$ cat config.mk
export PLATFORM = sky130hd
export DESIGN_NAME = clock_seven_segment_display_top
export DESIGN_NICKNAME = d
export VERILOG_FILES = /design/src/hdl/csd_pkg.sv /design/src/hdl/csd_time.sv /design/src/hdl/csd_render.sv /design/src/hdl/clock_seven_segment_display_top.sv
export SDC_FILE = /design/constraint.sdc
export NUM_CORES = 1
export LEC_CHECK = 0
export ABC_AREA = 1
export BUFFER_PORTS_ARGS = -buffer_cell sky130_fd_sc_hd__buf_2
export CAP_MARGIN = 15
export CORE_MARGIN = 8
export CORE_UTILIZATION = 45
export CTS_CLUSTER_DIAMETER = 40
export DETAILED_ROUTE_END_ITERATION = 10
export GPL_ROUTABILITY_DRIVEN = 0
export PLACE_DENSITY = 0.72
export SYNTH_ARGS = -nofsm -noshare
export SYNTH_HDL_FRONTEND = slang
export SYNTH_SLANG_ARGS = --single-unit
$ cat constraint.sdc
create_clock -name i_clk -period 4.7 [get_ports i_clk]
set_input_delay 0.235 -clock i_clk [delete_from_list [all_inputs] [get_ports i_clk]]
set_output_delay 0.235 -clock i_clk [all_outputs]
set_load 0.03 [all_outputs]
$ cat src/hdl/csd_pkg.sv
// Shared types, segment table and digit helpers for the seven-segment clock.
package csd_pkg;

    localparam logic [7:0] SEG_BLANK      = 8'hFF;
    localparam logic [7:0] DOT_CLEAR_MASK = 8'h7F;
    localparam logic [7:0] INVERT_MASK    = 8'hFF;

    localparam logic [5:0] SEC_WRAP  = 6'd59;
    localparam logic [5:0] MIN_WRAP  = 6'd59;
    localparam logic [4:0] HOUR_WRAP = 5'd23;

    localparam int NUM_DIGITS = 4;

    // Active-low patterns: a 0 bit lights a segment, bit 7 is the dot
    localparam logic [7:0] SEG_TABLE [10] = '{
        8'hC0, 8'hF9, 8'hA4, 8'hB0, 8'h99,
        8'h92, 8'h82, 8'hF8, 8'h80, 8'h90
    };

    typedef struct packed {
        logic [4:0] hour;
        logic [5:0] minute;
        logic [5:0] second;
        logic [1:0] dot;
    } t_clock_time;

    typedef struct packed {
        logic [2:0] tens;
        logic [3:0] ones;
    } t_bcd;

    typedef logic [NUM_DIGITS-1:0][7:0] t_digits;

    function automatic logic [7:0] seg_of(input logic [3:0] d);
        if (d < 4'd10) begin
            return SEG_TABLE[d];
        end else begin
            return SEG_BLANK;
        end
    endfunction

    // Split a value below 60 into decimal digits by compare and subtract
    function automatic t_bcd split_decimal(input logic [5:0] v);
        t_bcd r;
        if (v >= 6'd50) begin
            r.tens = 3'd5;
            r.ones = 4'(v - 6'd50);
        end else if (v >= 6'd40) begin
            r.tens = 3'd4;
            r.ones = 4'(v - 6'd40);
        end else if (v >= 6'd30) begin
            r.tens = 3'd3;
            r.ones = 4'(v - 6'd30);
        end else if (v >= 6'd20) begin
            r.tens = 3'd2;
            r.ones = 4'(v - 6'd20);
        end else if (v >= 6'd10) begin
            r.tens = 3'd1;
            r.ones = 4'(v - 6'd10);
        end else begin
            r.tens = 3'd0;
            r.ones = v[3:0];
        end
        return r;
    endfunction

endpackage

$ cat src/hdl/csd_time.sv
// Time-of-day counters: dot position, seconds, minutes and hours.
module csd_time (
    input  logic                  i_clk,
    input  logic                  i_rst_n,
    input  logic                  i_advance,
    input  logic                  i_tick,
    output csd_pkg::t_clock_time  o_time
);

    csd_pkg::t_clock_time r_time;
    csd_pkg::t_clock_time n_time;

    always_comb begin
        n_time = r_time;
        if (i_tick) begin
            n_time.dot = r_time.dot + 2'd1;
            // Dot wraps from last digit to first: one second has gone by
            if (r_time.dot == 2'd3) begin
                if (r_time.second >= csd_pkg::SEC_WRAP) begin
                    n_time.second = '0;
                    if (r_time.minute >= csd_pkg::MIN_WRAP) begin
                        n_time.minute = '0;
                        if (r_time.hour >= csd_pkg::HOUR_WRAP) begin
                            n_time.hour = '0;
                        end else begin
                            n_time.hour = r_time.hour + 5'd1;
                        end
                    end else begin
                        n_time.minute = r_time.minute + 6'd1;
                    end
                end else begin
                    n_time.second = r_time.second + 6'd1;
                end
            end
        end
    end

    always_ff @(posedge i_clk) begin
        if (!i_rst_n) begin
            r_time <= '0;
        end else if (i_advance) begin
            r_time <= n_time;
        end
    end

    assign o_time = n_time;

endmodule

$ cat src/hdl/csd_render.sv
// Segment rendering of HH:MM with leading-zero blanking, dot and inversion.
module csd_render (
    input  csd_pkg::t_clock_time  i_time,
    input  logic                  i_invert,
    output csd_pkg::t_digits      o_digits
);

    csd_pkg::t_bcd    hour_bcd;
    csd_pkg::t_bcd    min_bcd;
    csd_pkg::t_digits raw;

    always_comb begin
        hour_bcd = csd_pkg::split_decimal({1'b0, i_time.hour});
        min_bcd  = csd_pkg::split_decimal(i_time.minute);

        // Blank a leading hour zero
        raw[0] = (hour_bcd.tens == 3'd0) ? csd_pkg::SEG_BLANK
                                         : csd_pkg::seg_of({1'b0, hour_bcd.tens});
        raw[1] = csd_pkg::seg_of(hour_bcd.ones);
        raw[2] = csd_pkg::seg_of({1'b0, min_bcd.tens});
        raw[3] = csd_pkg::seg_of(min_bcd.ones);

        for (int i = 0; i < csd_pkg::NUM_DIGITS; i++) begin
            o_digits[i] = raw[i];
            if (i_time.dot == 2'(i)) begin
                o_digits[i] = o_digits[i] & csd_pkg::DOT_CLEAR_MASK;
            end
            if (i_invert) begin
                o_digits[i] = o_digits[i] ^ csd_pkg::INVERT_MASK;
            end
        end
    end

endmodule

$ cat src/hdl/clock_seven_segment_display_top.sv
// Top level of the HH:MM seven-segment clock: input register, update, result register.
//
//  channel  | valid       | stall        | payload
//  ---------+-------------+--------------+-----------------------------------------
//  input    | i_in_valid  | o_in_stall   | i_tick
//  result   | o_out_valid | i_out_stall  | o_digit_*, o_hours_now, o_minutes_now,
//           |             |              | o_seconds_now, o_dot_index
//  config   | i_cfg_we    | -            | i_cfg_data (invert_output)
//
// One transaction per cycle unless the result is stalled; an accepted input is held
// in the input register, then loaded into the result register, where it can be taken.
// The time update and segment lookup sit between the input and the result register.
// Synchronous reset clears time to 00:00:00, dot to digit 0 and inversion off.
// A stalled result holds; the input register still takes a transaction while it is free.
module clock_seven_segment_display_top (
    input  logic        i_clk,
    input  logic        i_rst_n,
    input  logic        i_in_valid,
    output logic        o_in_stall,
    input  logic        i_tick,
    input  logic        i_cfg_we,
    input  logic        i_cfg_data,
    output logic        o_out_valid,
    input  logic        i_out_stall,
    output logic [7:0]  o_digit_hour_tens,
    output logic [7:0]  o_digit_hour_ones,
    output logic [7:0]  o_digit_minute_tens,
    output logic [7:0]  o_digit_minute_ones,
    output logic [4:0]  o_hours_now,
    output logic [5:0]  o_minutes_now,
    output logic [5:0]  o_seconds_now,
    output logic [1:0]  o_dot_index
);

    logic                  r_in_valid;
    logic                  r_in_tick;
    logic                  r_invert;
    logic                  r_out_valid;
    csd_pkg::t_digits      r_digits;
    csd_pkg::t_clock_time  r_time_out;

    logic                  in_accept;
    logic                  out_load;
    csd_pkg::t_clock_time  time_next;
    csd_pkg::t_digits      digits;

    // Move the held transaction on when the result register is free or being drained
    assign out_load   = r_in_valid && (!r_out_valid || !i_out_stall);
    assign o_in_stall = r_in_valid && !out_load;
    assign in_accept  = i_in_valid && !o_in_stall;

    csd_time u_time (
        .i_clk     (i_clk),
        .i_rst_n   (i_rst_n),
        .i_advance (out_load),
        .i_tick    (r_in_tick),
        .o_time    (time_next)
    );

    csd_render u_render (
        .i_time   (time_next),
        .i_invert (r_invert),
        .o_digits (digits)
    );

    always_ff @(posedge i_clk) begin
        if (!i_rst_n) begin
            r_in_valid  <= 1'b0;
            r_out_valid <= 1'b0;
            r_invert    <= 1'b0;
        end else begin
            if (i_cfg_we) begin
                r_invert <= i_cfg_data;
            end
            if (in_accept) begin
                r_in_valid <= 1'b1;
            end else if (out_load) begin
                r_in_valid <= 1'b0;
            end
            if (out_load) begin
                r_out_valid <= 1'b1;
            end else if (!i_out_stall) begin
                r_out_valid <= 1'b0;
            end
        end
    end

    always_ff @(posedge i_clk) begin
        if (in_accept) begin
            r_in_tick <= i_tick;
        end
        if (out_load) begin
            r_digits   <= digits;
            r_time_out <= time_next;
        end
    end

    assign o_out_valid         = r_out_valid;
    assign o_digit_hour_tens   = r_digits[0];
    assign o_digit_hour_ones   = r_digits[1];
    assign o_digit_minute_tens = r_digits[2];
    assign o_digit_minute_ones = r_digits[3];
    assign o_hours_now         = r_time_out.hour;
    assign o_minutes_now       = r_time_out.minute;
    assign o_seconds_now       = r_time_out.second;
    assign o_dot_index         = r_time_out.dot;

endmodule

==> results.rst <==
.. list-table::
   :header-rows: 1

   * - Metric
     - Value
   * - H-Tree Depth
     - 3
   * - Net Count, Synth
     - 566
   * - R2R depth
     - 22
   * - Area of the mapped netlist
     - 4370 um^2
   * - Boundary Pins
     - 60
   * - Shortest clock period the worst path allows after layout
     - 3.69 ns
   * - Synth cell types
     - 38
   * - Count of buffering cells on the critical path with inverters included
     - 5
   * - Post-route antenna net violation count
     - 0
   * - TritonCTS clock tree
     - built
   * - Count of vias placed by the detailed router
     - 3568
   * - Highest fanout seen on the critical path
     - 8
   * - Data arrival time of the critical path
     - 3.78 ns
   * - Gate count of the mapped netlist
     - 531
   * - Clock Skew
     - 0.00817 ns
   * - # nets final
     - 627
   * - Final hold vios
     - 0
   * - Worst Setup Path Type
     - reg -> reg
   * - Power density normalized to cell area
     - 335 nW/um^2
   * - Antenna violations before repair
     - 0
   * - Hold worst-path end
     - r_in_tick$_DFFE_PP_
   * - Cell at the root of the clock tree
     - clkbuf_8
   * - Synth top area share
     - 0.344
   * - Cell with the most instances after synthesis
     - nand2_1
   * - Die X
     - 115 um
   * - Number of rows in the core area
     - 36
   * - Half-perimeter wire length after placement
     - 6870 um
   * - Worst voltage drop across the vdd grid
     - 0.000153 V
   * - Clock-pin slew of the registers on the worst-case setup and hold paths
     - 0.07 ns
   * - Flops & latches, synth
     - 72
   * - Post-synthesis average cell area
     - 8.22 um^2
   * - Fillers
     - 911
   * - Overall power after layout
     - 1.66 mW
   * - Beginning of the worst hold path
     - i_tick
   * - Number of global-route vias before repair
     - 3412
   * - Standby leakage power
     - 2.36 nW
   * - FF-to-FF Start
     - u_time.r_time[9]$_SDFFE_PN0P_
   * - Share of the clock period used by the worst path
     - 0.786
   * - Vias per std cell
     - 4.89
   * - Total Negative Setup Slacks
     - 0 ns
   * - Number of hold buffers added after cts
     - 0
   * - Cell type of the slowest stage on the worst timing path
     - o21ai_0
   * - Total congestion overflow after global routing
     - 0
   * - Highest attainable clock frequency
     - 0.271 GHz
   * - Total global routing track utilization
     - 0.147
   * - Detailed-routed wire length on met3
     - 538 um
   * - Share of post-route cells with drive strength above 1
     - 0.194
   * - Met1 routed wirelength after detailed routing
     - 4340 um
   * - Die footprint
     - 13100 um^2
   * - Type of element capturing the critical path
     - flop
   * - Core Area
     - 9590 um^2
   * - Max-cap check violation count
     - 0
   * - DRC violation count after routing
     - 0
   * - Register-to-register path setup slack
     - 1.01 ns
   * - Inserted Diodes
     - 0
   * - Initial standard-cell utilization of the core
     - 0.455
   * - Cell chain of the critical path
     - ha_1 -> nor2_1 -> nor2_2 -> nand2_1 -> nand2_1 -> nor2_1 -> a21oi_1 -> buf_4 -> inv_1 -> ha_1 -> inv_1 -> a21oi_1 -> nand2_1 -> nand2_1 -> a21oi_1 -> inv_1 -> o21ai_0 -> inv_1 -> ha_1 -> or2_2 -> nand2_1 -> xor2_1
   * - Dominant synthesized flop cell
     - edfxtp_1
   * - Clk Latency, worst-skew pair
     - 0.36 ns
   * - Sequential cell area fraction in the yosys report
     - 0.445
   * - Kind of start point of the critical path
     - flop
   * - Wire length of the first global-routing pass
     - 15600 um
   * - Vertical die dimension
     - 115 um
   * - Area overhead of the layout relative to synthesis
     - 13.8%
   * - Share of synthesized registers carrying an async set or reset
     - 0
   * - Largest net degree at the start of global routing
     - 31
   * - Number of cells traversed by the worst hold path
     - 1
   * - Max-slew violation count
     - 0
   * - Worst-case clock buffer depth
     - 2
   * - Count of buffers inserted at the top-level ports
     - 59
   * - Num CTS Buffers
     - 9
   * - Outcome
     - completed
   * - Detailed-routing iteration count for the pre-antenna-repair pass
     - 4
   * - Met2 wire length
     - 4170 um
   * - Final wirelength
     - 9240 um
   * - Area leader, netlist
     - edfxtp_1
   * - Post-CTS setup repair buffer count
     - 0
   * - Transition time at the pin with the least slew margin
     - 0.825 ns
   * - Worst min-delay path category
     - in -> reg
   * - Setup violations, final
     - 0
   * - Most common library cells after synthesis
     - 132 x nand2_1, 63 x inv_1, 50 x edfxtp_1
   * - Max_slew headroom
     - 0.447
   * - Highest routed layer
     - met4
   * - Delay of the slowest cell on the worst path
     - 0.43 ns
   * - Synth top area cells
     - edfxtp_1 34%, nand2_1 11%, dfxtp_1 10%
   * - # clock sinks
     - 72
   * - First DRT Iteration DRCs
     - 225
   * - Setup repair after global routing missed its margin
     - no
   * - Number of enable-type register cells in the synthesized netlist
     - 50
   * - Post-CTS Resized
     - 0
   * - Synth warnings
     - 0
   * - Most numerous cell on the critical path
     - nand2_1
   * - Worst r2r dst
     - o_digit_minute_tens[6]$_DFFE_PP_
   * - Drt wl/cell
     - 12.7 um
   * - Top Family by Delay on Critical Path
     - simple AND/OR/NAND/NOR gates
   * - Required time of the worst setup path
     - 4.78 ns
[report_power, final]
part           leakage (nW)  internal, mW  switching [mW]
Clock                0.0910         0.236           0.218
Combinational          1.62         0.136           0.306
Sequential            0.653         0.746          0.0217
Total                  2.36          1.12           0.546
[cell families (layout without fill, tap and decap cells)]
group	count (synthesis)	after routing	share of synthesized area
xor gates and xnor gates	20	20	0.0401
AOI/OAI and AO/OA	73	73	0.0905
and+or+nand+nor	253	253	0.263
DFF	72	72	0.445
adders and majority gates	28	28	0.0802
buffers and inverters	85	151	0.0811
[worst reg2reg max path, stage by stage, from the launching register on]
cell	delay, ns
dfxtp_1	0.38
ha_1	0.21
nor2_1	0.07
nor2_2	0.20
nand2_1	0.10
nand2_1	0.07
nor2_1	0.04
a21oi_1	0.11
buf_4	0.18
inv_1	0.10
ha_1	0.21
inv_1	0.05
a21oi_1	0.04
nand2_1	0.06
nand2_1	0.07
a21oi_1	0.21
inv_1	0.06
o21ai_0	0.43
inv_1	0.17
ha_1	0.21
or2_2	0.30
nand2_1	0.08
xor2_1	0.06
[how the worst max path moves through the flow]
stage,from,end,slack [ns],depth (start not counted)
global placement,u_time.r_time[9]$_SDFFE_PN0P_,o_digit_minute_tens[6]$_DFFE_PP_,1.16,22
CTS,u_time.r_time[9]$_SDFFE_PN0P_,o_digit_minute_tens[6]$_DFFE_PP_,1.00,22
floorplan,u_time.r_time[9]$_SDFFE_PN0P_,o_digit_minute_tens[6]$_DFFE_PP_,1.21,21
detailed placement,u_time.r_time[9]$_SDFFE_PN0P_,o_digit_minute_tens[6]$_DFFE_PP_,1.02,22
global route,u_time.r_time[9]$_SDFFE_PN0P_,o_digit_minute_tens[5]$_DFFE_PP_,0.56,22
finish,u_time.r_time[9]$_SDFFE_PN0P_,o_digit_minute_tens[6]$_DFFE_PP_,1.01,22
[state kept, by name, summed over array words and instances (netlist names), 2 cells and up]
signal               cells
o_dot_index              2
o_digit_minute_ones      8
o_digit_minute_tens      8
o_seconds_now            6
o_digit_hour_tens        6
u_time.r_time           19
o_hours_now              5
o_minutes_now            6
o_digit_hour_ones        8
[stage by stage]
step | area [um^2] | utilization | setup WS, ns | hold slack [ns] | std cells
finish | 4970 | 0.518 | 1.01 | 0.0721 | 730
global route | 4970 | 0.518 | 0.564 | 0.0689 | 730
CTS | 4970 | 0.518 | 1.00 | 0.0602 | 730
detailed placement | 4790 | 0.499 | 1.02 | 0.432 | 714
global placement | 4790 | 0.499 | 1.16 | 0.434 | 714
floorplan | 4370 | - | 1.21 | 0.334 | 531
[final cells by class]
class                   instances  area [um^2]  share of cell area
well taps                     133          166              0.0335
repair buffers                 63          325              0.0655
flip-flops and latches         72         1940               0.391
clock buffers                  16          180              0.0363
inverters                      72          275              0.0554
multi-input cells             374         2080               0.418
[layout by cell type, fill, tap and decap left out, types with 3 or more instances in the layout]
| cell | n |
|---|---|
| nand2_2 | 17 |
| o21ai_1 | 3 |
| nor2_2 | 5 |
| nand3_2 | 3 |
| nor3_1 | 3 |
| buf_4 | 4 |
| a21oi_1 | 31 |
| clkbuf_8 | 12 |
| inv_2 | 6 |
| nor2_1 | 30 |
| edfxtp_1 | 50 |
| inv_1 | 63 |
| nand3b_1 | 4 |
| clkbuf_1 | 4 |
| dfxtp_1 | 22 |
| ha_1 | 28 |
| buf_2 | 59 |
| xor2_1 | 18 |
| nand4_1 | 5 |
| nand2_1 | 132 |
| nand3_1 | 47 |
| o21ai_0 | 29 |
[metal layers]
layer | vias up | track usage
met5 | - | 0
met4 | 0 | 0.0799
met3 | 14 | 0.0285
met2 | 81 | 0.236
met1 | 1615 | 0.182
li1 | 1858 | -
Power figures use the tool's default switching activity.
